<file path="src/cbf_pkg.sv">
// shared types and constants for the cubic bezier flattener
package cbf_pkg;

    localparam int COORD_W = 16;
    localparam int IDX_W = 6;
    localparam int A_W = COORD_W + 3;
    localparam int B_W = COORD_W + 2;
    localparam int C_W = COORD_W + 1;

    localparam int NUM_POINTS_DEF = 16;
    localparam int COEF_FRAC_BITS_DEF = 16;

    localparam logic signed [COORD_W-1:0] COORD_MAX = {1'b0, {(COORD_W-1){1'b1}}};
    localparam logic signed [COORD_W-1:0] COORD_MIN = {1'b1, {(COORD_W-1){1'b0}}};

    typedef struct packed {
        logic [IDX_W-1:0] index;
        logic             first;
        logic             last;
    } cbf_ctrl_t;

    typedef struct packed {
        logic signed [A_W-1:0]     a;
        logic signed [B_W-1:0]     b;
        logic signed [C_W-1:0]     c;
        logic signed [COORD_W-1:0] d;
        logic signed [COORD_W-1:0] s;
    } cbf_terms_t;

endpackage

</file>
<file path="src/cbf_coord_path.sv">
// one coordinate: multiply, sum, floor shift, offset, saturate
module cbf_coord_path #(
    parameter int COEF_FRAC_BITS = cbf_pkg::COEF_FRAC_BITS_DEF
) (
    input  logic                               clk,
    input  logic                               advance,
    input  logic [COEF_FRAC_BITS+1:0]          coef_a,
    input  logic [COEF_FRAC_BITS+1:0]          coef_b,
    input  logic [COEF_FRAC_BITS+1:0]          coef_c,
    input  cbf_pkg::cbf_terms_t                terms,
    input  cbf_pkg::cbf_ctrl_t                 ctrl,
    output logic signed [cbf_pkg::COORD_W-1:0] point
);
    import cbf_pkg::*;

    localparam int CW = COEF_FRAC_BITS + 2;
    localparam int P_W = CW + 1 + A_W;
    localparam int SUM_W = P_W + 2;
    localparam int Q_W = SUM_W - COEF_FRAC_BITS;
    localparam int V_W = Q_W + 1;

    logic signed [CW:0]         ca_s, cb_s, cc_s;
    logic signed [P_W-1:0]      pa_next, pb_next, pc_next;
    logic signed [P_W-1:0]      pa_reg, pb_reg, pc_reg;
    logic signed [COORD_W-1:0]  d2_reg, s2_reg, d3_reg, s3_reg;
    logic signed [SUM_W-1:0]    sum_next, sum_reg;
    logic signed [Q_W-1:0]      quot;
    logic signed [V_W-1:0]      val;
    logic signed [COORD_W-1:0]  sat;
    logic signed [COORD_W-1:0]  point_reg, point_next;

    assign ca_s = $signed({1'b0, coef_a});
    assign cb_s = $signed({1'b0, coef_b});
    assign cc_s = $signed({1'b0, coef_c});

    assign pa_next = P_W'(ca_s) * P_W'($signed(terms.a));
    assign pb_next = P_W'(cb_s) * P_W'($signed(terms.b));
    assign pc_next = P_W'(cc_s) * P_W'($signed(terms.c));

    assign sum_next = SUM_W'(pa_reg) + SUM_W'(pb_reg) + SUM_W'(pc_reg);

    // floor division by the coefficient scale
    assign quot = $signed(sum_reg[SUM_W-1:COEF_FRAC_BITS]);
    assign val = V_W'(quot) + V_W'(d3_reg);

    always_comb
    begin
        if (val > V_W'(COORD_MAX))
        begin
            sat = COORD_MAX;
        end
        else if (val < V_W'(COORD_MIN))
        begin
            sat = COORD_MIN;
        end
        else
        begin
            sat = val[COORD_W-1:0];
        end
    end

    // endpoints bypass the polynomial
    always_comb
    begin
        if (ctrl.first)
        begin
            point_next = d3_reg;
        end
        else if (ctrl.last)
        begin
            point_next = s3_reg;
        end
        else
        begin
            point_next = sat;
        end
    end

    always_ff @(posedge clk)
    begin
        if (advance)
        begin
            pa_reg <= pa_next;
            pb_reg <= pb_next;
            pc_reg <= pc_next;
            d2_reg <= terms.d;
            s2_reg <= terms.s;
            sum_reg <= sum_next;
            d3_reg <= d2_reg;
            s3_reg <= s2_reg;
            point_reg <= point_next;
        end
    end

    assign point = point_reg;

endmodule

</file>
<file path="config.mk">
export PLATFORM = sky130hd
export DESIGN_NAME = cbf_coord_path
export DESIGN_NICKNAME = d
export VERILOG_FILES = /design/src/cbf_pkg.sv /design/src/cbf_coord_path.sv
export SDC_FILE = /design/constraint.sdc
export NUM_CORES = 2
export LEC_CHECK = 0
export BUFFER_PORTS_ARGS = -buffer_cell sky130_fd_sc_hd__clkbuf_2
export CORE_MARGIN = 5
export CORE_UTILIZATION = 40
export DETAILED_ROUTE_END_ITERATION = 7
export PLACE_DENSITY_LB_ADDON = 0.05
export SLEW_MARGIN = 10
export SYNTH_ARGS = -nofsm -noshare
export SYNTH_HDL_FRONTEND = slang
export SYNTH_SLANG_ARGS = --single-unit
</file>
<file path="constraint.sdc">
create_clock -name clk -period 19.2 [get_ports clk]
set_input_delay 2.88 -clock clk [delete_from_list [all_inputs] [get_ports clk]]
set_output_delay 2.88 -clock clk [all_outputs]
set_load 0.01 [all_outputs]
</file>
======== Word-level counts from Yosys, hierarchy flattened ========
Cells that the tools add are included.
operators by class
  $add $sub $neg .......................... 3
  $mul .................................... 3
  magnitude comparators ................... 2
  muxes and demuxes ....................... 4
operator list
  cell                    count
  $mux W16                4
  $add A39 B36 Y40        1
  $add A38 B37 Y39        1
  $mul A19 B19 Y38        1
  $mul A19 B18 Y37        1
  $mul A19 B17 Y36        1
  $add A24 B16 Y25        1
  $gt A25 B16 Y1 const B  1
  $lt A25 B16 Y1 const B  1
storage, ports and cells
  flip-flop bits (word level) ............. 231
  input port bits ......................... 150
  output and inout bits ................... 16
  word-level logic and storage cells ...... 21

======== Longest topological paths before layout ========
  word-level depth ........................ 6
  gate-level depth with buffers ........... 27
  mapped depth without buffers ............ 26

======== Worst setup path after synthesis ========
Ideal clock, no wire load.
  kind .................................... input to register
  start point ............................. in coef_a[9]
  end point ............................... reg pa_reg[37] (data pin)
  library setup time ...................... 260 ps
  arrival time ............................ 9,065 ps
  required time ........................... 18,940 ps
  setup slack ............................. 9,875 ps
  stages on the path ...................... 22
  path buffers ............................ 2
  cells stage by stage .................... clkbuf_1 clkbuf_1 nand2_1 fa_1 fa_1 fa_1 fa_1 inv_1 fa_1 fa_1 ha_1 ha_1 a21o_1 a21o_1 or3_1 o21a_1 o211ai_1 a21o_1 o21ai_1 or3_1 a311o_1 xnor2_1
between the ends
  longest elaborated chain between the ends .. 1
RTL lines
  what                  RTL line              RTL
  from (decl)           cbf_coord_path.sv:7   input logic [COEF_FRAC_BITS+1:0] coef_a,
  $mul A19 B19 Y38      cbf_coord_path.sv:36  assign pa_next = P_W'(ca_s) * P_W'($signed(terms.a));
  via pa_next[37]       cbf_coord_path.sv:23  logic signed [P_W-1:0] pa_next, pb_next, pc_next;
  to (signal assigned)  cbf_coord_path.sv:83  pa_reg <= pa_next;
  to (decl)             cbf_coord_path.sv:24  logic signed [P_W-1:0] pa_reg, pb_reg, pc_reg;
The timed path passes the listed nets, and every way through them passes these cells.
A chain may end at the register's enable or synchronous reset.

======== Worst setup path after layout ========
Ends and elaborated chain as after synthesis.

==> impl_metrics.ini <==
[status]
status = finished, final reports clean

[setup_path]
path_class = in2reg
end_kind = flip-flop
cpMostUsedCell = fa_1
cp_max_fo = 19
rr_worst_depth = 12
cp_slowest_stage_delay_ns = 0.58
cp_cell_sequence = clkbuf_2 -> and2_1 -> fa_1 -> inv_1 -> fa_1 -> fa_1 -> fa_1 -> inv_1 -> fa_1 -> fa_1 -> ha_1 -> ha_1 -> a21o_1 -> a21o_1 -> or3_1 -> o21a_1 -> o211ai_1 -> a21o_1 -> o21ai_1 -> or3_1 -> a311o_1 -> xnor2_1
timing.reg2reg.setup_slack_ns = 14.79
critPathLaunchType = input pin
cp_slowest_cell = fa_1
r2r-end = sum_reg[33]
cp.arrival_ns = 9.87
reg2reg_from = pc_reg[3]
cp.required_ns = 19.47

[yosys]
synth_cells = 4382
synthArstFlopShare = 0
synth_seq_cells = 215
synth-edff-count = 215
syn_area_sq_mm = 0.0429
ys.flop_type = edfxtp_1
ys_seq_area_frac = 0.151
syn_nets = 5821
synth_warnings = 0
avgSynthCellArea_sq_um = 9.78
ys_types = 77

[sta]
period_minus_slack_ns = 9.60
fin_skew_ns = 0.0159
setup_viol = 0
rsz0062_at_grt = false
slew-limit-headroom = 0.328
final-max-slew-violation-count = 0
clock.fmax_mhz = 104
hold_violations = 0
worst_pin_slew_ns = 0.996
fin_crit_sh = 0.500
fin_tns_setup_ns = 0

[place]
placement.io_buffers = 159
dp_hpwl_microns = 87900
place_congestion = 0.821

[cells_and_area]
nets = 5874
drive_gt1_frac = 0.0503
fillCellCount = 10600
syn_to_final_growth_pct = 6.69
largest_reg_flops = 38

[route]
drtIter0Drc = 1181
route.detailed.drc = 0
wirelength_microns = 111000
first_pass_iters = 5
vias = 29200
routedWlPerCell_microns = 18.9
detail_route.vias_per_cell = 4.98
ant_nets = 0

[hold_path]
hp-start = d2_reg[3]
whs_path_depth = 0
hold_class = reg2reg
whs_endpoint = d3_reg[3]

[global_routing]
track_usage = 0.200
grt_max_degree = 78
gr-total-overflow = 0
grt_antenna_before_repair = 1
grt_pass1_vias = 31800
grt_first_pass_wirelength_microns = 178000

[floorplanning]
core_area_sq_mm = 0.107
row_count = 120
die_w_microns = 337
io_pins = 166
fp.dieArea_sq_mm = 0.114
die_h_microns = 337
initial_utilization = 0.402

[clock_network]
insertion_delay_ns = 0.54
postCtsSetupBuffers = 0
cts.path.max_buffers = 3
cts_resized = 0
cts.clk_slew.worst_paths_ns = 0.06
cts_tree = done
cts_buffers = 25
clkSinkCount = 215
htree_levels = 1
postCtsHoldBufs = 0
clock-root-buffer = clkbuf_16

[job]
maxCapViolCount = 0
-- cell usage after synthesis (4+ instances only) --
cell	n	area [sq um]
and4_1	5	43.8
or2_2	4	25.0
fa_1	804	16100
a21oi_1	115	576
nand4_1	8	50.1
and2_1	469	2930
inv_1	949	3560
a31oi_1	17	106
nor2_1	101	379
o21a_1	34	255
nand3_1	30	150
xnor2_1	95	832
clkbuf_1	134	503
ha_1	485	6070
nor2b_1	25	156
o21bai_1	14	105
o21ai_0	55	275
a311oi_1	4	35.0
a21o_1	57	428
a211o_1	5	43.8
nand2b_1	32	200
o22ai_1	18	113
a2111oi_0	4	35.0
or3_1	7	43.8
nand2_1	522	1960
o211ai_1	11	82.6
and3_1	14	87.6
nor3_1	20	100
a31o_2	8	70.1
xor2_1	34	298
edfxtp_1	215	6460
a211oi_1	17	128
a21boi_0	4	30.0
-- per-layer routing --
metal | GRT usage | routed length (microns) | up-vias | share of wire
met4 | 0.0232 | 1300 | 0 | 0.012
met1 | 0.274 | 50600 | 15000 | 0.46
met2 | 0.358 | 55100 | 420 | 0.50
met3 | 0.0166 | 3650 | 83 | 0.033
met5 | 0 | 0 | - | 0
li1 | - | - | 13600 | -
-- placed cells by master (no fill, tap or decap), types with 4 or more instances in the layout --
cell / count
a211oi_1: 17
o22ai_1: 18
a31oi_1: 17
edfxtp_1: 215
and3_1: 14
o21bai_1: 14
nand2b_1: 32
ha_1: 485
nor2_1: 101
a31o_2: 8
a311oi_1: 4
xnor2_1: 95
or3_1: 7
o21ai_0: 55
nor3_1: 20
a21boi_0: 4
o21a_1: 34
nand3_1: 30
and2_1: 469
clkinv_1: 8
a2111oi_0: 4
clkbuf_2: 158
xor2_1: 34
or2_2: 4
nand2_1: 522
a211o_1: 5
o211ai_1: 11
inv_1: 949
a21oi_1: 115
fa_1: 804
clkinvlp_4: 4
nor2b_1: 25
and4_1: 5
a21o_1: 57
clkbuf_16: 25
nand4_1: 8
-- logic make-up after synthesis --
family | after synthesis | synth area share
adders and majority gates | 1289 | 0.517
and+or+nand+nor | 1249 | 0.145
xor gates and xnor gates | 129 | 0.0264
DFF | 215 | 0.151
muxes | 4 | 0.00126
AOI/OAI and AO/OA | 409 | 0.0640
buffers and inverters | 1087 | 0.0955
-- worst max-delay path by stage --
stage	from	endpoint	slack, ns	cells after the start
floorplan	coef_a[9]	pa_reg[37]	9.88	22
global placement	coef_a[10]	pa_reg[37]	9.09	22
detailed placement	coef_a[9]	pa_reg[37]	9.13	22
CTS	coef_a[9]	pa_reg[37]	9.67	22
global route	coef_b[10]	pb_reg[36]	9.31	25
finish	coef_a[9]	pa_reg[37]	9.60	22
-- per-stage QoR --
step / setup slack (ns) / instance area [sq um] / cells / hold WS [ns] / util
2_1_floorplan: 9.88 / 42900 / 4382 / 0.400 / -
3_3_place_gp: 9.09 / 44900 / 5811 / 0.402 / 0.421
3_5_place_dp: 9.13 / 44900 / 5811 / 0.405 / 0.421
4_1_cts: 9.67 / 45700 / 5856 / 0.414 / 0.428
5_1_grt: 9.31 / 45700 / 5856 / 0.423 / 0.428
6_report: 9.60 / 45700 / 5857 / 0.409 / 0.428
-- layout make-up --
type	instances	area [sq um]	share of cell area
Antenna cell	1	2.50	0.0000547
Clock buffer	28	637	0.0139
Multi-Input combinational cell	3080	32300	0.707
Inverter	951	3570	0.0781
Sequential cell	215	6460	0.141
Clock inverter	17	170	0.00372
Timing Repair Buffer	162	828	0.0181
Tap cell	1403	1760	0.0384
-- critical path: cells and delay by family --
kind / cells / cell delay [ns]
compound gates: 7 / 1.57
xor+xnor: 1 / 0.15
fa+ha+maj: 8 / 3.70
buf+inv: 3 / 0.49
simple gates: 3 / 1.08
Power is left out: the tool's default activity adds up to more than one toggle a clock period on the data nets, which glitch-free logic cannot reach.
