File: src/cbf_pkg.sv
// shared types and constants for the cubic bezier flattener
package cbf_pkg;

    localparam int COORD_W = 16;
    localparam int IDX_W = 6;
    localparam int A_W = COORD_W + 3;
    localparam int B_W = COORD_W + 2;
    localparam int C_W = COORD_W + 1;

    localparam int NUM_POINTS_DEF = 16;
    localparam int COEF_FRAC_BITS_DEF = 16;

    localparam logic signed [COORD_W-1:0] COORD_MAX = {1'b0, {(COORD_W-1){1'b1}}};
    localparam logic signed [COORD_W-1:0] COORD_MIN = {1'b1, {(COORD_W-1){1'b0}}};

    typedef struct packed {
        logic [IDX_W-1:0] index;
        logic             first;
        logic             last;
    } cbf_ctrl_t;

    typedef struct packed {
        logic signed [A_W-1:0]     a;
        logic signed [B_W-1:0]     b;
        logic signed [C_W-1:0]     c;
        logic signed [COORD_W-1:0] d;
        logic signed [COORD_W-1:0] s;
    } cbf_terms_t;

endpackage

File: src/cbf_issue.sv
// curve intake, derived polynomial terms and sample index sequencer
module cbf_issue #(
    parameter int NUM_POINTS = cbf_pkg::NUM_POINTS_DEF
) (
    input  logic                               clk,
    input  logic                               rst_n,
    input  logic                               in_valid,
    output logic                               in_ready,
    input  logic signed [cbf_pkg::COORD_W-1:0] start_x,
    input  logic signed [cbf_pkg::COORD_W-1:0] start_y,
    input  logic signed [cbf_pkg::COORD_W-1:0] end_x,
    input  logic signed [cbf_pkg::COORD_W-1:0] end_y,
    input  logic signed [cbf_pkg::COORD_W-1:0] ctrl_a_x,
    input  logic signed [cbf_pkg::COORD_W-1:0] ctrl_a_y,
    input  logic signed [cbf_pkg::COORD_W-1:0] ctrl_b_x,
    input  logic signed [cbf_pkg::COORD_W-1:0] ctrl_b_y,
    input  logic                               advance,
    output logic                               issue_valid,
    output cbf_pkg::cbf_ctrl_t                 issue_ctrl,
    output cbf_pkg::cbf_terms_t                terms_x,
    output cbf_pkg::cbf_terms_t                terms_y
);
    import cbf_pkg::*;

    localparam logic [IDX_W-1:0] LAST_IDX = IDX_W'(NUM_POINTS - 1);

    logic             busy_reg, busy_next;
    logic [IDX_W-1:0] idx_reg, idx_next;
    cbf_terms_t       tx_reg, ty_reg;
    cbf_terms_t       tx_next, ty_next;
    logic             emit, last_emit, accept;

    function automatic cbf_terms_t derive(
        input logic signed [COORD_W-1:0] s,
        input logic signed [COORD_W-1:0] e,
        input logic signed [COORD_W-1:0] ca,
        input logic signed [COORD_W-1:0] cb
    );
        cbf_terms_t t;
        logic signed [A_W-1:0] dba;
        dba = A_W'(cb) - A_W'(ca);
        t.a = A_W'(s) - A_W'(e) + dba + (dba <<< 1);
        t.b = B_W'(ca) + B_W'(e) - (B_W'(cb) <<< 1);
        t.c = C_W'(cb) - C_W'(e);
        t.d = e;
        t.s = s;
        return t;
    endfunction

    assign emit = busy_reg && advance;
    assign last_emit = emit && (idx_reg == LAST_IDX);
    assign in_ready = !busy_reg || last_emit;
    assign accept = in_valid && in_ready;

    assign tx_next = derive(start_x, end_x, ctrl_a_x, ctrl_b_x);
    assign ty_next = derive(start_y, end_y, ctrl_a_y, ctrl_b_y);

    always_comb
    begin
        busy_next = busy_reg;
        idx_next = idx_reg;
        if (accept)
        begin
            busy_next = 1'b1;
            idx_next = '0;
        end
        else if (last_emit)
        begin
            busy_next = 1'b0;
        end
        else if (emit)
        begin
            idx_next = idx_reg + 1'b1;
        end
    end

    always_ff @(posedge clk or negedge rst_n)
    begin
        if (!rst_n)
        begin
            busy_reg <= 1'b0;
            idx_reg <= '0;
        end
        else
        begin
            busy_reg <= busy_next;
            idx_reg <= idx_next;
        end
    end

    always_ff @(posedge clk)
    begin
        if (accept)
        begin
            tx_reg <= tx_next;
            ty_reg <= ty_next;
        end
    end

    assign issue_valid = busy_reg;
    assign issue_ctrl.index = idx_reg;
    assign issue_ctrl.first = (idx_reg == '0);
    assign issue_ctrl.last = (idx_reg == LAST_IDX);
    assign terms_x = tx_reg;
    assign terms_y = ty_reg;

endmodule

File: config.mk
export PLATFORM = sky130hd
export DESIGN_NAME = cbf_issue
export DESIGN_NICKNAME = d
export VERILOG_FILES = /design/src/cbf_pkg.sv /design/src/cbf_issue.sv
export SDC_FILE = /design/constraint.sdc
export NUM_CORES = 1
export LEC_CHECK = 0
export ABC_AREA = 1
export BUFFER_PORTS_ARGS = -buffer_cell sky130_fd_sc_hd__buf_2
export CAP_MARGIN = 20
export CELL_PAD_IN_SITES_DETAIL_PLACEMENT = 0
export CELL_PAD_IN_SITES_GLOBAL_PLACEMENT = 1
export CORE_MARGIN = 3
export CORE_UTILIZATION = 39
export CTS_BUF_LIST = sky130_fd_sc_hd__clkbuf_4 sky130_fd_sc_hd__clkbuf_8
export DETAILED_ROUTE_END_ITERATION = 16
export PLACE_DENSITY_LB_ADDON = 0.1
export SLEW_MARGIN = 0
export SYNTH_ARGS = -nofsm -noshare
export SYNTH_HDL_FRONTEND = slang
export SYNTH_SLANG_ARGS = --single-unit
File: constraint.sdc
create_clock -name clk -period 4.7 [get_ports clk]
set_input_delay 0.235 -clock clk [delete_from_list [all_inputs] [get_ports clk]]
set_output_delay 0.235 -clock clk [all_outputs]
set_load 0.01 [all_outputs]
# Yosys cells after proc, flatten, opt, wreduce, memory -nomap -nowiden

Cells that the tools add are included.
W data, S select, Z words.

Eq/ne operators: 2
Multiplexer cells: 5
Reductions and logical operators: 9
Add/sub/neg operators: 15

Operator list:

| cell                  | count |
|---|---|
| $sub A16 B16 Y17      | 6 |
| $add A18 B18 Y19      | 2 |
| $add A17 B17 Y18      | 2 |
| $sub A17 B17 Y18      | 2 |
| $add A16 B16 Y17      | 2 |
| $mux W6               | 3 |
| $add A6 B1 Y6 const B | 1 |
| $eq A6 B4 Y1 const B  | 1 |
| $logic_not A6 Y1      | 1 |
| $reduce_bool A2 Y1    | 2 |
| $logic_and A1 B1 Y1   | 3 |
| $mux W1               | 2 |
| $ne A2 B1 Y1 const B  | 1 |
| $reduce_and A2 Y1     | 1 |
| $logic_not A1 Y1      | 1 |
| $logic_or A1 B1 Y1    | 1 |

Bits of input ports: 132
Output and inout port bits: 182
Flip-flop bits (word level): 179

# Logic depth before layout (Yosys ltp)

Gate-level depths: netlist (run 1).

Word-level depth: 6
Depth in mapped cells: 28
Depth with buffers taken out: 28

# Worst setup path after synthesis (run 1)

No wires, ideal clock.

Path kind: register to register
Start point: register idx_reg[0]
End point: register tx_reg, in the netlist terms_x[0] (enable)
Library setup time: 525 ps
Stages on the path, launching flop included: 8
Slack: -555 ps
Data arrival time: 4731 ps
Required time: 4175 ps
Path buffers: 0
Cell sequence: dfrtp_1 > ha_1 > nand3_1 > nor2_1 > inv_1 > o21ai_2 > nand2_1 > inv_1

RTL lines:

| item                   | line            | RTL |
|---|---|---|
| from (decl)            | cbf_issue.sv:28 | `logic [IDX_W-1:0] idx_reg, idx_next;` |
| from (signal assigned) | cbf_issue.sv:87 | `idx_reg <= idx_next;` |
| to (signal assigned)   | cbf_issue.sv:95 | `tx_reg <= tx_next;` |
| to (decl)              | cbf_issue.sv:29 | `cbf_terms_t tx_reg, ty_reg;` |

==> results.tsv, run 1 <==
metric	value	unit
setup TNS	0	ps
DR iter-0 viols	571	
Pwr Density	449.9	nW/µm²
Post-Syn Area per Cell	8.879	µm²
GPL Wtd Cong	0.8884	
vias in the first global route	12630	
Design Area, Final	18510	µm²
overall power	8330	µW
clk root buf	clkbuf_8	
drt total wl	43640	µm
Hold Fails Final Rpt	0	
FMAX	223.7	MHz
clock-pin slew on the worst setup and hold paths	110	ps
clk sinks	179	
DP Area	17460	µm²
synthesized cell area	15180	µm²
Vias/cell	4.702	
DRT Pass-1 Iters	4	
Max H-tree Level	4	
initial antenna violation count	6	
Hold Path Class	in -> reg	
Reg2Reg Launch Point	idx_reg[0]	
fin crit period	4471	ps
Synth top area share	34.02	%
first-pass GRT wire length	68700	µm
Nets	2490	
area delta synth->final	21.93	%
crit end category	register	
RSZ-0062 raised after global routing	false	
most frequent cells in the layout	408 x inv_1, 344 x nand2_1, 313 x buf_2, 172 x edfxtp_1, 142 x ha_1	
GRT Overall Usage	21.39	%
maximum number of pins on one net before global-route repair	51	
register area share after synthesis	35.17	%
Routed WL per cell	16.53	µm
final setup vio count	0	
vias	12410	
share of cells above drive strength 1	17.93	%
flop2flop setup slack	1970	ps
Slew @ Worst Pin	693.1	ps
fin worst setup slack	229.5	ps
Netlist cell types	37	
Tcrit/Tclk final	95.12	%
CTS tree	built	
number of synthesis warnings	0	
post-synthesis net count	2088	
Worst R2R End	terms_y[65]	
Leak	0.009485	µW
number of I/O port buffers	313	
DRC errors left	0	
family with the most delay on the worst path	adder cells	
initial core utilization	39.93	%
Worst Clk Skew	19.37	ps
Die Span X	203.3	µm
Die Span Y	203.3	µm
R2R cell count	8	
CP max stage delay	540	ps
Hold Slack	53.62	ps
Skew-Pair Late Insertion Delay	510	ps
postcts setup bufs	0	
CP Launch Type	input pin	
Longest Clk Path Bufs	2	
I/O pins	314	
max_slew headroom	53.70	%
Routed Antenna Nets	0	
max cap viols	0	
status	completed	
DP Worst Slack	149.7	ps
Worst path slowest cell	dlygate4sd3_1	
global route overflow	0	
Max rail drop VDD	0.0002977	V
die area	41340	µm²
Worst Path Arrival	4740	ps
post-synthesis cell count	1710	
Critical Path RT	4970	ps
detailed placement HPWL	37270	µm
CTS Buf Count	17	
CP max FO	5	
# rows	71	
Slew Viols, Final	0	
Hold EP	terms_y[31]	
Critical path buffers and inverters	7	
commonest non-fill, non-tap cell in the layout	inv_1	
Synth Register Bits	179	
ranking of synthesized cells by area	edfxtp_1 34%, fa_1 14%, ha_1 12%	
largest area contributor in the netlist	edfxtp_1	
fill count	3763	
Core Area	38020	µm²
HP Start	end_y[15]	
Crit Path Category	in -> reg	
hold path depth	1	
logic make-up (layout without fill, tap and decap cells):
group           count (synthesis)  count (layout)  share of synthesized area, %
xor+xnor                       90              90                         5.192
simple gates                  524             524                         14.22
other cells                     0               4                             0
flops                         179             179                         35.17
compound gates                262             262                         9.889
buf+inv                       409             824                         10.11
fa+ha+maj                     246             246                         25.41
through the flow:
stage / cells / util, %
after floorplan: 1710 / -
after global placement: 2540 / 45.93
after detailed placement: 2540 / 45.93
after CTS: 2636 / 48.62
after global routing: 2640 / 48.69
final: 2640 / 48.69
synthesized netlist by cell type, drive strengths merged:
master,instances
o31ai,7
nor2,65
a31oi,5
a21boi,3
nor4,11
xor2,59
a21o,17
nor3,17
nand3,72
nand2,348
and3,3
and2,2
o211ai,4
nand4,3
dfrtp,7
fa,104
o21bai,6
or2,2
ha,142
o2111ai,2
xnor2,31
o21a,3
a21oi,135
a211oi,1
o21ai,79
nand3b,1
edfxtp,172
inv,409
area by class of cell:
type                       instances  area (µm²)  area share, %
multi-input combinational       1122        8325          44.97
sequential                       179        5340          28.85
timing repair buffer             383        2277          12.30
inverter                         409        1539          8.313
tap                              511       639.4          3.454
clock buffer                      21       276.5          1.494
clock inverter                    11       105.1         0.5677
antenna                            4       10.01        0.05407
worst max-delay path by stage:
stage / start / to / cells after the start
2_1_floorplan: idx_reg[0] / terms_x[0] / 7
3_3_place_gp: ctrl_b_y[0] / terms_y[81] / 23
3_5_place_dp: ctrl_b_x[0] / terms_x[85] / 26
4_1_cts: ctrl_a_x[0] / terms_x[79] / 23
5_1_grt: ctrl_a_x[0] / terms_x[85] / 26
6_report: ctrl_a_x[0] / terms_x[85] / 26
where the power goes:
group / leakage [µW] / total, µW / switching (µW) / internal, µW
Sequential: 0.00165 / 2400 / 84.8 / 2320
Clock: 0.000185 / 1080 / 620 / 461
Combinational: 0.00765 / 4840 / 3070 / 1780
Total: 0.00949 / 8330 / 3770 / 4560
routing by layer:
metal | vias up | wire length (µm) | track usage (%)
li1 | 6305 | - | -
met1 | 5793 | 21910 | 32.13
met2 | 278 | 18940 | 32.32
met3 | 32 | 2153 | 3.448
met4 | 6 | 598 | 5.359
met5 | - | 35 | 0
timing repair:
action | 4_1_cts | 5_1_grt
hold buffers | 64 | 0
gates resized for setup | 0 | 5
endpoints found under the setup margin | 0 | 7
endpoints found under the hold margin | 70 | 0
(Power assumes the default switching activity.)
==> inputs of run 2 (changes only) <==
--- a/config.mk
+++ b/config.mk
@@ -14,6 +14,8 @@
 export CORE_UTILIZATION = 39
 export CTS_BUF_LIST = sky130_fd_sc_hd__clkbuf_4 sky130_fd_sc_hd__clkbuf_8
 export DETAILED_ROUTE_END_ITERATION = 16
+export HOLD_SLACK_MARGIN = 0.1
+export MAX_ROUTING_LAYER = met4
 export PLACE_DENSITY_LB_ADDON = 0.1
 export SLEW_MARGIN = 0
 export SYNTH_ARGS = -nofsm -noshare
==> results.tsv, run 2 (same netlist as run 1, synthesis figures left out) <==
metric	value	unit
GRT Overall Usage	22.27	%
initial core utilization	39.93	%
Slew @ Worst Pin	720.1	ps
setup TNS	0	ps
Slew Viols, Final	0	
Nets	2497	
clock-pin slew on the worst setup and hold paths	110	ps
DRT Pass-1 Iters	5	
Hold Path Class	in -> reg	
crit end category	register	
Leak	0.009544	µW
most frequent cells in the layout	408 x inv_1, 342 x nand2_1, 313 x buf_2, 172 x edfxtp_1, 140 x ha_1	
clk root buf	clkbuf_8	
clk sinks	179	
CTS Buf Count	17	
FMAX	225.6	MHz
HP Start	ctrl_b_x[0]	
CP max FO	5	
overall power	8458	µW
vias	12440	
final setup vio count	0	
RSZ-0062 raised after global routing	false	
Max H-tree Level	4	
commonest non-fill, non-tap cell in the layout	inv_1	
DP Area	17480	µm²
CTS tree	built	
max cap viols	0	
Skew-Pair Late Insertion Delay	510	ps
Vias/cell	4.696	
initial antenna violation count	7	
DP Cell Count	2540	
Crit. Startpoint	ctrl_a_y[0]	
global route overflow	0	
drt total wl	44250	µm
max_slew headroom	51.89	%
# rows	71	
I/O pins	314	
Worst Path Arrival	4710	ps
Longest Clk Path Bufs	2	
Die Span X	203.3	µm
Design Area, Final	18670	µm²
number of I/O port buffers	313	
first-pass GRT wire length	69550	µm
Critical Path RT	4980	ps
DP Worst Slack	112.3	ps
DR iter-0 viols	586	
status	completed	
Routed Antenna Nets	0	
maximum number of pins on one net before global-route repair	48	
detailed placement HPWL	37400	µm
fin crit period	4434	ps
Tcrit/Tclk final	94.33	%
Die Span Y	203.3	µm
fin worst setup slack	266.4	ps
Pwr Density	453.0	nW/µm²
CP Launch Type	input pin	
GPL Wtd Cong	0.9017	
Core Area	38020	µm²
Worst Clk Skew	14.02	ps
DRC errors left	0	
die area	41340	µm²
Reg2Reg Launch Point	idx_reg[0]	
share of cells above drive strength 1	18.34	%
Crit Path Category	in -> reg	
Max rail drop VDD	0.0002938	V
Routed WL per cell	16.70	µm
Finished Layout Cells	2650	
vias in the first global route	12810	
Hold Fails Final Rpt	0	
area delta synth->final	22.98	%
-- run 2: cell types whose count changed in the layout (fill, tap and decap cells not counted), sizes merged --
| cell | delta |
|---|---|
| clkinv | +3 |
| clkbuf | -4 |
| clkinvlp | -4 |
| dlygate4sd3 | +7 |
| inv | +6 |
| bufinv | -1 |
| diode | +3 |
-- run 2: path summary, 6_finish.rpt --
kind / endpoint / slack (ps) / cells past startpoint
min: terms_x[32] / 220 / 4
min reg2reg: idx_reg[5] / 520 / 1
max reg2reg: terms_y[65] / 2060 / 8
min in group asynchronous: idx_reg[1] / 670 / 3
max in group asynchronous: issue_valid / 3790 / 3
max: terms_y[85] / 270 / 26
-- run 2: timing repair --
action,CTS,global route
buffers inserted,0,0
endpoints found under the hold margin,76,0
hold buffers,71,0
endpoints found under the setup margin,0,12
resized for setup,0,17
-- run 2: layer usage --
layer	global-route usage [%]	wire (µm)	up-vias	share of wire, %
met4	5.506	596	0	1.3
met1	32.30	22240	5828	50
met2	32.99	19400	261	44
met5	-	0	-	0
met3	3.304	2008	30	4.5
li1	-	-	6325	-
-- run 2: final cells by class --
cell class,instances,area (µm²)
Antenna cell,7,17.52
Clock buffer,17,234.0
Clock inverter,15,163.9
Fill cell,3760,19350
Inverter,409,1539
Multi-Input combinational cell,1122,8379
Sequential cell,179,5340
Tap cell,511,639.4
Timing Repair Buffer,390,2360
-- run 2: report_power, final --
group / switching [µW] / internal, µW / leakage, µW / total, µW
Combinational: 3130 / 1820 / 0.00769 / 4950
Sequential: 87.3 / 2320 / 0.00165 / 2410
Clock: 705 / 401 / 0.000204 / 1110
Total: 3920 / 4540 / 0.00954 / 8460
-- run 2: per-stage QoR --
| stage | hold slack, ps | utilization (%) |
|---|---|---|
| 6_report | 223.1 | 49.11 |
| 5_1_grt | 213.1 | 49.11 |
| 4_1_cts | 152.1 | 48.88 |
| 3_5_place_dp | 79.25 | 45.96 |
| 3_3_place_gp | 77.83 | 45.96 |
| 2_1_floorplan | -60.59 | - |
-- run 2: worst max-delay path, cell delays in order --
cell and delay [ps]:
dlygate4sd3_1 540, buf_2 150, ha_1 240, fa_2 370
inv_1 60, nand2_1 50, nand2_1 130, nand3_1 110
nand2_2 150, nand3_1 90, nand3_1 140, xnor2_2 160
inv_1 90, fa_1 500, inv_1 60, fa_1 500
inv_1 40, ha_1 370, nand2_1 110, inv_1 80
and3_1 170, nand4_1 90, nand3_1 120, inv_1 40
nand2_1 50, nand2_1 40
