[src/cbf_pkg.sv]
// shared types and constants for the cubic bezier flattener
package cbf_pkg;

    localparam int COORD_W = 16;
    localparam int IDX_W = 6;
    localparam int A_W = COORD_W + 3;
    localparam int B_W = COORD_W + 2;
    localparam int C_W = COORD_W + 1;

    localparam int NUM_POINTS_DEF = 16;
    localparam int COEF_FRAC_BITS_DEF = 16;

    localparam logic signed [COORD_W-1:0] COORD_MAX = {1'b0, {(COORD_W-1){1'b1}}};
    localparam logic signed [COORD_W-1:0] COORD_MIN = {1'b1, {(COORD_W-1){1'b0}}};

    typedef struct packed {
        logic [IDX_W-1:0] index;
        logic             first;
        logic             last;
    } cbf_ctrl_t;

    typedef struct packed {
        logic signed [A_W-1:0]     a;
        logic signed [B_W-1:0]     b;
        logic signed [C_W-1:0]     c;
        logic signed [COORD_W-1:0] d;
        logic signed [COORD_W-1:0] s;
    } cbf_terms_t;

endpackage

[src/cbf_coef_rom.sv]
// constant coefficient table: t^3, 3t^2 and 3t per sample index
module cbf_coef_rom #(
    parameter int NUM_POINTS = cbf_pkg::NUM_POINTS_DEF,
    parameter int COEF_FRAC_BITS = cbf_pkg::COEF_FRAC_BITS_DEF
) (
    input  logic [cbf_pkg::IDX_W-1:0]  index,
    output logic [COEF_FRAC_BITS+1:0]  coef_a,
    output logic [COEF_FRAC_BITS+1:0]  coef_b,
    output logic [COEF_FRAC_BITS+1:0]  coef_c
);
    import cbf_pkg::*;

    localparam int CW = COEF_FRAC_BITS + 2;
    localparam int DEPTH = 2 ** IDX_W;
    localparam longint unsigned SEG = longint'(NUM_POINTS - 1);

    logic [CW-1:0] tab_a [DEPTH];
    logic [CW-1:0] tab_b [DEPTH];
    logic [CW-1:0] tab_c [DEPTH];

    for (genvar g = 0; g < DEPTH; g++)
    begin : g_coef
        localparam longint unsigned I = longint'(g);
        localparam longint unsigned DA = SEG * SEG * SEG;
        localparam longint unsigned DB = SEG * SEG;
        localparam longint unsigned VA =
            (((I * I * I) << (COEF_FRAC_BITS + 1)) + DA) / (2 * DA);
        localparam longint unsigned VB =
            (((3 * I * I) << (COEF_FRAC_BITS + 1)) + DB) / (2 * DB);
        localparam longint unsigned VC =
            (((3 * I) << (COEF_FRAC_BITS + 1)) + SEG) / (2 * SEG);
        if (g < NUM_POINTS)
        begin : g_used
            assign tab_a[g] = CW'(VA);
            assign tab_b[g] = CW'(VB);
            assign tab_c[g] = CW'(VC);
        end
        else
        begin : g_unused
            assign tab_a[g] = '0;
            assign tab_b[g] = '0;
            assign tab_c[g] = '0;
        end
    end

    assign coef_a = tab_a[index];
    assign coef_b = tab_b[index];
    assign coef_c = tab_c[index];

endmodule

[config.mk]
export PLATFORM = sky130hd
export DESIGN_NAME = cbf_coef_rom
export DESIGN_NICKNAME = d
export VERILOG_FILES = /design/src/cbf_pkg.sv /design/src/cbf_coef_rom.sv
export SDC_FILE = /design/constraint.sdc
export NUM_CORES = 1
export LEC_CHECK = 0
export BUFFER_PORTS_ARGS = -buffer_cell sky130_fd_sc_hd__buf_2
export CORE_ASPECT_RATIO = 1.1
export CORE_MARGIN = 1.5
export CORE_UTILIZATION = 52
export DETAILED_ROUTE_END_ITERATION = 12
export GPL_TIMING_DRIVEN = 0
export MAX_ROUTING_LAYER = met4
export PLACE_DENSITY = 0.95
export SETUP_SLACK_MARGIN = 0.05
export SYNTH_ARGS = -nofsm -noshare
export SYNTH_HDL_FRONTEND = slang
export SYNTH_SLANG_ARGS = --single-unit
[constraint.sdc]
create_clock -name vclk -period 3.95
set_clock_uncertainty 0.05 [all_clocks]
set_input_delay 0.395 -clock vclk [all_inputs]
set_output_delay 0.395 -clock vclk [all_outputs]
set_load 0.02 [all_outputs]
== After elaboration in Yosys (flattened, before gate mapping) ==
Memories as Yosys holds them, arrays and structs flattened.
Cells that the tools add are included.
Storage, ports and cells
  bits in registers: 0
  memory bits (read-only): 3456
  input bits: 6
  output and inout bits: 54
  memories kept: 3
Cells by class
  order comparisons: 1
  mux-type cells: 6
  bitwise gates (word level): 1
Memories
  (name not given): depth 64, width 18, rd ports 1, clocked after memory_dff 0, write ports 0, RTL line cbf_coef_rom.sv:47  | assign coef_b = tab_b[index];
  (name not given): depth 64, width 18, rd ports 1, clocked after memory_dff 0, write ports 0, RTL line cbf_coef_rom.sv:48  | assign coef_c = tab_c[index];
  (name not given): depth 64, width 18, rd ports 1, clocked after memory_dff 0, write ports 0, RTL line cbf_coef_rom.sv:46  | assign coef_a = tab_a[index];
Operators by type and width (count)
  two-way mux 18 bit: 6
  greater-or-equal comparator 7 bit (second input constant): 1
  NOT 6 -> 7 bit: 1

== Depth between registers and ports, before layout ==
Gate-level depths: netlist of the first run.
  depth after elaboration: 4
  gate-level depth with buffers: 7
  depth with buffers taken out: 5

== Worst setup path after synthesis of the first run ==
No wires, ideal clock.
  path kind: input to output
  start point: input index[1] (netlist bit)
  end point: output coef_c[13]
  arrival time: 2284 ps
  data required time: 3505 ps
  setup slack: 1221 ps
  stages: 7
  path buffers: 2
  cell sequence: clkbuf_2 > inv_1 > ha_1 > nor2b_2 > nor3_1 > a211oi_1 > buf_4
Between the ends
  word-level cells in the longest chain between the ends: 4
RTL lines
  from (decl): RTL line cbf_coef_rom.sv:6  | input logic [cbf_pkg::IDX_W-1:0] index,
  NOT 6 -> 7 bit (not written as such): RTL line cbf_coef_rom.sv:48
  memory read (64 x 18 bit)
  two-way mux 18 bit (not written as such) (2 in a row): RTL line cbf_coef_rom.sv:48
  to (decl): RTL line cbf_coef_rom.sv:9  | output logic [COEF_FRAC_BITS+1:0] coef_c
Every way passes these cells. The select of a mux whose other input is x is not followed.

== Final worst setup path of the first run ==
  start point: input index[1] (netlist bit)
  end point: output coef_c[14]
Same word-level chain as after synthesis.

==> impl_summary.log, run 1 <==
[metrics] run status: finished clean
[metrics] startpoint type of the worst setup path: primary input
[metrics] Worst setup EP type: output pin
[metrics] Sum Neg Setup Slack: 0 ns
[metrics] number of DRC markers in iteration 0: 63
[metrics] most frequent cell after synthesis: sky130_fd_sc_hd__a21oi_1
[metrics] basic-gate share of the synthesized area counting and, or, nand and nor cells: 0.3197
[metrics] global-route wire length before repair: 6382 um
[metrics] HPWL Detailed: 3053 um
[metrics] number of vias after detailed routing: between 1500 and 2000
[metrics] global-route usage over all layers: 0.3479
[metrics] worst max-slew margin expressed relative to the limit: 0.6277
[metrics] Core Footprint: 2063 um^2
[metrics] syn nets: 203
[metrics] Worst Path Required: between 3 and 4 ns
[metrics] Detail Route Antenna Nets: 0
[metrics] count of input and output buffers: 58
[metrics] total area of sequential cells: 0 um^2
[metrics] fin util: 0.7229
[metrics] post-route minimum period: ~3.1 ns
[metrics] # resized after CTS: 0
[metrics] mux cell area share after synthesis: 0.02146
[metrics] final clock period utilization by the worst path: 0.7869
[metrics] most used cell, CP: sky130_fd_sc_hd__buf_2
[metrics] num ports: 60
[metrics] drt first pass iters: 4
[metrics] Pwr per Cell Area: roughly 120 nW/um^2
[metrics] number of hold violations in the final report: 0
[metrics] maxcap violations: 0
[metrics] fraction of post-synthesis cell area in the top cell type by area: 0.1288
[metrics] Avg Synthesized Cell Area: roughly 6.3 um^2
[metrics] Avg Vias per Cell: around 6
[metrics] Final #Nets: ~260
[metrics] cell type of the slowest stage on the worst timing path: sky130_fd_sc_hd__ha_1
[metrics] compound-cell area share of the yosys netlist: 0.3283
[metrics] Die W: 48.15 um
[metrics] highest net fanout along the worst path: 10
[metrics] Post-Synth Adder-Cell Area: 0.1288
[metrics] hold buffer count at CTS: 0
[metrics] Cell Chain, Critical Path: buf_2 > clkbuf_2 > inv_1 > ha_1 > and2_1 > or3_1 > a21oi_1 > buf_4 > buf_2
[metrics] kind of path behind the tightest hold check: primary input to output pin
[metrics] total die area: approximately 2500 um^2
[metrics] detailed-route wire length: between 4000 and 5000 um
[metrics] synth unique cells: 40
[metrics] Buffers & Inverters on Critical Path: 5
[metrics] area added between synthesis and finish: 27.90%
[metrics] Seq Cell Count: 0
[metrics] number of global-route vias before repair: roughly 1400
[metrics] classification of the worst setup path: primary input to output pin
[metrics] final-report setup violation count: 0
[metrics] RePlAce Congestion: approximately 0.98
[metrics] main combinational cell family by area after synthesis: compound AO/OA/AOI/OAI gates
[metrics] largest vdd supply drop: around 0.000070 V
[metrics] postcts setup bufs: 0
[metrics] setup repair after global routing missed its margin: false
[metrics] Post-Synth XOR/XNOR Area: 0
[metrics] number of antenna violations at the first check in global routing: 0
[metrics] CP peak stage delay: 0.42 ns
[metrics] upper clock frequency limit: around 0.32 GHz
[metrics] post-synthesis instance area: 1166 um^2
[metrics] grt total ovfl: 0
[metrics] static leakage power: 0.8082 nW
[metrics] Crit path max-delay family: buffers and inverters
[metrics] synthesized instance count: approximately 190
[metrics] Synth area leader: sky130_fd_sc_hd__ha_1
[metrics] DRC violations left: 0
[metrics] maximum number of pins on one net before global-route repair: 12
[metrics] sequential-to-total area share from yosys stat: 0
[metrics] Wirelength per Cell: approximately 15 um
[metrics] top area cells in the synthesized netlist: sky130_fd_sc_hd__ha_1, sky130_fd_sc_hd__a21oi_1, sky130_fd_sc_hd__buf_4
[metrics] total count of max-transition violations in the final report: 0
[metrics] synthesis warning total: 0
[metrics] Arrival @ worst endpoint: between 2 and 3 ns
[metrics] most common library cells after synthesis: sky130_fd_sc_hd__a21oi_1, sky130_fd_sc_hd__nand2_1, sky130_fd_sc_hd__o21ai_0
[metrics] number of placement rows: 17
[metrics] layout cell share with drive strength beyond 1: 0.3951
[metrics] antenna diode instance count: 0
[metrics] count of clock buffers in the final design: 0
[metrics] Die Y: roughly 53 um
[metrics] starting density of the core: 0.5652
[metrics] actual slew at the worst max-slew pin: between 0.5 and 0.6 ns
[metal layers]
layer	GRT usage	vias up	wire length [um]
li1	-	757	-
met1	0.4626	722	1688
met2	0.5504	119	1901
met3	0.04138	8	482
met4	0.07658	0	64
met5	-	-	0
[layout by cell type (no fill, tap or decap), types with 2 or more instances in the layout]
cell / synthesis / final
sky130_fd_sc_hd__buf_2: 7 / 65
sky130_fd_sc_hd__a21oi_1: 25 / 25
sky130_fd_sc_hd__nand2_1: 18 / 18
sky130_fd_sc_hd__o21ai_0: 16 / 16
sky130_fd_sc_hd__buf_4: 13 / 13
sky130_fd_sc_hd__nor2_1: 13 / 13
sky130_fd_sc_hd__ha_1: 12 / 12
sky130_fd_sc_hd__nand2b_1: 7 / 7
sky130_fd_sc_hd__nor3_1: 7 / 7
sky130_fd_sc_hd__nor2b_1: 6 / 6
sky130_fd_sc_hd__nand3_1: 6 / 6
sky130_fd_sc_hd__buf_6: 5 / 5
sky130_fd_sc_hd__inv_1: 5 / 5
sky130_fd_sc_hd__clkbuf_1: 4 / 4
sky130_fd_sc_hd__a211oi_1: 4 / 4
sky130_fd_sc_hd__or2_2: 3 / 3
sky130_fd_sc_hd__and2_4: 3 / 3
sky130_fd_sc_hd__a31oi_1: 3 / 3
sky130_fd_sc_hd__a211o_1: 3 / 3
sky130_fd_sc_hd__a311oi_1: 2 / 2
sky130_fd_sc_hd__a311oi_2: 2 / 2
sky130_fd_sc_hd__nand3b_1: 2 / 2
sky130_fd_sc_hd__o211ai_1: 2 / 2
[worst paths after layout]
path	from	endpoint	slack, ns	depth (start not counted)
setup / recovery	index[1]	coef_c[14]	0.84	9
hold / removal	index[5]	coef_b[4]	1.17	5
[kinds of logic (layout without fill, tap and decap cells)]
logic type      after synthesis  after routing
other cells                   1              1
fa+ha+maj                    12             12
compound gates               62             62
simple gates                 72             72
buf+inv                      36             94
mux                           2              2
[report_power, final]
| part | internal, mW | leakage (nW) | switching, mW |
|---|---|---|---|
| sequential | 0 | 0 | 0 |
| combinational | 0.0671 | 0.808 | 0.117 |
| clock | 0 | 0 | 0 |
| total | 0.0671 | 0.808 | 0.117 |
[metrics by stage]
step	hold WS (ns)	instances	total power, mW	setup WS [ns]	cell area [um^2]
after global placement	1.167	271	0.1796	0.9512	1491
after detailed placement	1.171	271	0.1808	0.9172	1491
after floorplan	0.9602	185	0.1298	1.221	1166
after global routing	1.227	271	0.1991	0.7142	1491
after CTS	1.171	271	0.1812	0.9111	1491
final	1.174	271	0.1845	0.8418	1491
[area by class of cell]
cell class                      count  area, um^2
Buffer                             30       209.0
Timing Repair Buffer               58       290.3
Tap cell                           28       35.03
Multi-Input combinational cell    149       934.6
Fill cell                         202       571.8
Inverter                            6       22.52
Power figures use the tool's default switching activity.
==> run 2, diff against run 1 <==
- ABC_AREA: not set -> 1
- CORE_UTILIZATION: 52 -> 47
- PLACE_DENSITY: 0.95 -> 0.92
- clock period: 3.95 -> 2.95 ns (I/O delays scaled with it)
==> run 2 against run 1 <==
- combinational power increased by 29%
- utilization decreased by 4.9 points
- global-route usage decreased by 7.7 points
- first-iteration DRC count decreased by 1.6%
- critical path depth increased by 1
- sequential share of layout area unchanged
- synthesized cell count increased by 15%
==> impl_summary.log, run 2 <==
[metrics] hold wc startpoint: index[5]
[metrics] placed cell count: 298 (+10%)
[metrics] largest vdd supply drop: 0.0001090 V (+56%)
[metrics] Die W: 48.38 um (+0.48%)
[metrics] number of global-route vias before repair: 1234 (-10%)
[metrics] number of placement rows: 17 (unchanged)
[metrics] number of cells on the worst hold path: 5 (unchanged)
[metrics] starting density of the core: 0.5161 (-0.04912)
[metrics] synth unique cells: 16 (-60%)
[metrics] hold buffer count at CTS: 0 (unchanged)
[metrics] global-route wire length before repair: 5492 um (-14%)
[metrics] grt total ovfl: 0 (unchanged)
[metrics] count of clock buffers in the final design: 0 (unchanged)
[metrics] # resized after CTS: 0 (unchanged)
[metrics] footprint of the multi-input gates: 819.5 um^2 (-12%)
[metrics] Seq Cell Count: 0 (unchanged)
[metrics] Avg Vias per Cell: 5.084 (-14%)
[metrics] most common cell after layout, fill and taps aside: sky130_fd_sc_hd__nand2_1
[metrics] total die area: 2560 um^2 (+0.96%)
[metrics] end point of the most critical hold path: coef_a[9]
[metrics] Pwr per Cell Area: 170.2 nW/um^2 (+38%)
[metrics] total power of the final layout: 236.6 uW (+28%)
[metrics] DRC violations left: 0 (unchanged)
[metrics] postcts setup bufs: 0 (unchanged)
[metrics] classification of the worst setup path: primary input to output pin
[metrics] num ports: 60 (unchanged)
[metrics] global-route usage over all layers: 0.2711 (-0.07685)
[metrics] Synth area leader: sky130_fd_sc_hd__nand2_1
[metrics] commonest cells after routing, fill and taps aside: sky130_fd_sc_hd__nand2_1, sky130_fd_sc_hd__buf_2, sky130_fd_sc_hd__nor2_1
[metrics] final-report setup violation count: 0 (unchanged)
[metrics] synthesized instance count: 212 (+15%)
[metrics] RePlAce Congestion: 0.9658 (-1.6%)
[metrics] Wirelength per Cell: 11.76 um (-23%)
[metrics] drt first pass iters: 5 (+1)
[metrics] number of hold violations in the final report: 0 (unchanged)
[metrics] detailed-route wire length: 3504 um (-15%)
[metrics] cell type of the slowest stage on the worst timing path: sky130_fd_sc_hd__ha_1
[metrics] top area cells in the synthesized netlist: sky130_fd_sc_hd__nand2_1, sky130_fd_sc_hd__ha_1, sky130_fd_sc_hd__nor2_1
[metrics] Avg Synthesized Cell Area: 5.023 um^2 (-20%)
[metrics] most common library cells after synthesis: sky130_fd_sc_hd__nand2_1, sky130_fd_sc_hd__nor2_1, sky130_fd_sc_hd__a21oi_1
[metrics] layout cell share with drive strength beyond 1: 0.3259 (-0.06914)
[metrics] Core Footprint: 2063 um^2 (unchanged)
[metrics] Cell Chain, Critical Path: buf_2 > inv_1 > ha_1 > nand2_1 > inv_1 > nor2_1 > nand2_1 > nand2_1 > buf_4 > buf_2
[metrics] routed length on met3: 391 um (-19%)
[metrics] met2 wire len: 1657 um (-13%)
[metrics] pre-CTS setup slack: 0.5930 ns (-0.3242 ns)
[metrics] Detail Route Antenna Nets: 0 (unchanged)
[metrics] run status: finished clean
[metrics] setup repair after global routing missed its margin: false
[metrics] Final #Nets: 290 (+10%)
[metrics] HPWL Detailed: 2717 um (-11%)
[metrics] fraction of post-synthesis cell area in the top cell type by area: 0.2397 (+0.1110)
[metrics] fin util: 0.6737 (-0.04912)
[metrics] post-synthesis instance area: 1065 um^2 (-8.7%)
[metrics] total area of sequential cells: 0 um^2 (unchanged)
[metrics] Worst Path Required: 2.61 ns (-0.89 ns)
[metrics] post-route minimum period: ~2.4 ns
[metrics] number of antenna violations at the first check in global routing: 0 (unchanged)
[metrics] maxcap violations: 0 (unchanged)
[metrics] maximum number of pins on one net before global-route repair: 12 (unchanged)
[metrics] Die Y: 52.92 um (+0.48%)
[metrics] count of input and output buffers: 58 (unchanged)
[metrics] kind of path behind the tightest hold check: primary input to output pin
[metrics] number of filler instances in the final layout: 206 (+2.0%)
[metrics] fin area: 1390 um^2 (-6.8%)
[metrics] static leakage power: 0.9646 nW (+19%)
[metrics] total count of max-transition violations in the final report: 0 (unchanged)
[metrics] area added between synthesis and finish: 30.55%
[metrics] Worst setup EP type: output pin
[metrics] Arrival @ worst endpoint: 2.07 ns (-0.59 ns)
[metrics] Finished Layout Cells: 298 (+10%)
[metrics] most frequent cell after synthesis: sky130_fd_sc_hd__nand2_1
[metrics] Post-DP Area: 1390 um^2 (-6.8%)
[metrics] final worst-path setup slack: 0.5375 ns (-0.3043 ns)
[metrics] number of vias after detailed routing: 1515 (-5.7%)
[metrics] highest net fanout along the worst path: 10 (unchanged)
[metrics] final clock period utilization by the worst path: 0.8178
[metrics] upper clock frequency limit: 0.4145 GHz
[metrics] Sum Neg Setup Slack: 0 ns (unchanged)
[metrics] sequential-to-total area share from yosys stat: 0 (unchanged)
[metrics] antenna diode instance count: 0 (unchanged)
[metrics] number of DRC markers in iteration 0: 62 (-1.6%)
[metrics] syn nets: 230 (+13%)
[metrics] CP peak stage delay: 0.36 ns (-0.06 ns)
[metrics] Final Hold Slack: 0.9800 ns (-0.1945 ns)
[metrics] synthesis warning total: 0 (unchanged)
[metrics] startpoint type of the worst setup path: primary input
[metrics] most used cell, CP: sky130_fd_sc_hd__nand2_1
[metrics] highest routed layer: met4
[metrics] met1 wire length: 1421 um (-16%)
## run 2: changes by cell type after synthesis, sizes merged, moves of 4 or more
cell,change
nor2b,-7
nand2,+55
buf,-4
a211oi,-4
and2,-4
inv,+17
clkbuf,-5
nor3,-7
nand2b,-7
nor2,+19
a311oi,-4
## run 2: layout make-up
| type | count | area share |
|---|---|---|
| repair buffers | 58 | 0.2088 |
| inverters | 23 | 0.06211 |
| plain buffers | 21 | 0.1143 |
| well taps | 28 | 0.02520 |
| multi-input cells | 168 | 0.5896 |
## run 2: metal layers
metal	global-route usage	up-vias
li1	-	764
met1	0.3552	649
met2	0.4606	98
met3	0.01412	4
met4	0.07619	0
met5	-	-
## run 2: where the power goes
group | leakage [nW] | total, mW | internal (mW) | switching, mW
logic | 0.965 | 0.237 | 0.0784 | 0.158
clock network | 0 | 0 | 0 | 0
registers | 0 | 0 | 0 | 0
## run 2: worst max-delay path by stage
stage | start | to | slack (ns) | cells past startpoint
finish | index[1] | coef_c[12] | 0.54 | 10
global route | index[1] | coef_c[12] | 0.41 | 10
CTS | index[1] | coef_c[12] | 0.59 | 10
detailed placement | index[1] | coef_c[12] | 0.59 | 10
global placement | index[1] | coef_c[12] | 0.58 | 10
floorplan | index[1] | coef_c[10] | 0.99 | 6
## run 2: worst max-delay path, delay by kind of cell
kind / cells / cell delay [ns]
adders and majority gates: 1 / 0.36
buffers and inverters: 5 / 0.83
and+or+nand+nor: 4 / 0.59
## run 2: cells by family (layout without fill, tap and decap cells)
family | count (synthesis) | after routing | synth area share
AOI/OAI and AO/OA | 41 | 41 | 0.1927
adders and majority gates | 12 | 12 | 0.1410
buffers and inverters | 44 | 102 | 0.2303
other | 1 | 1 | 0.003522
and+or+nand+nor | 114 | 114 | 0.4324
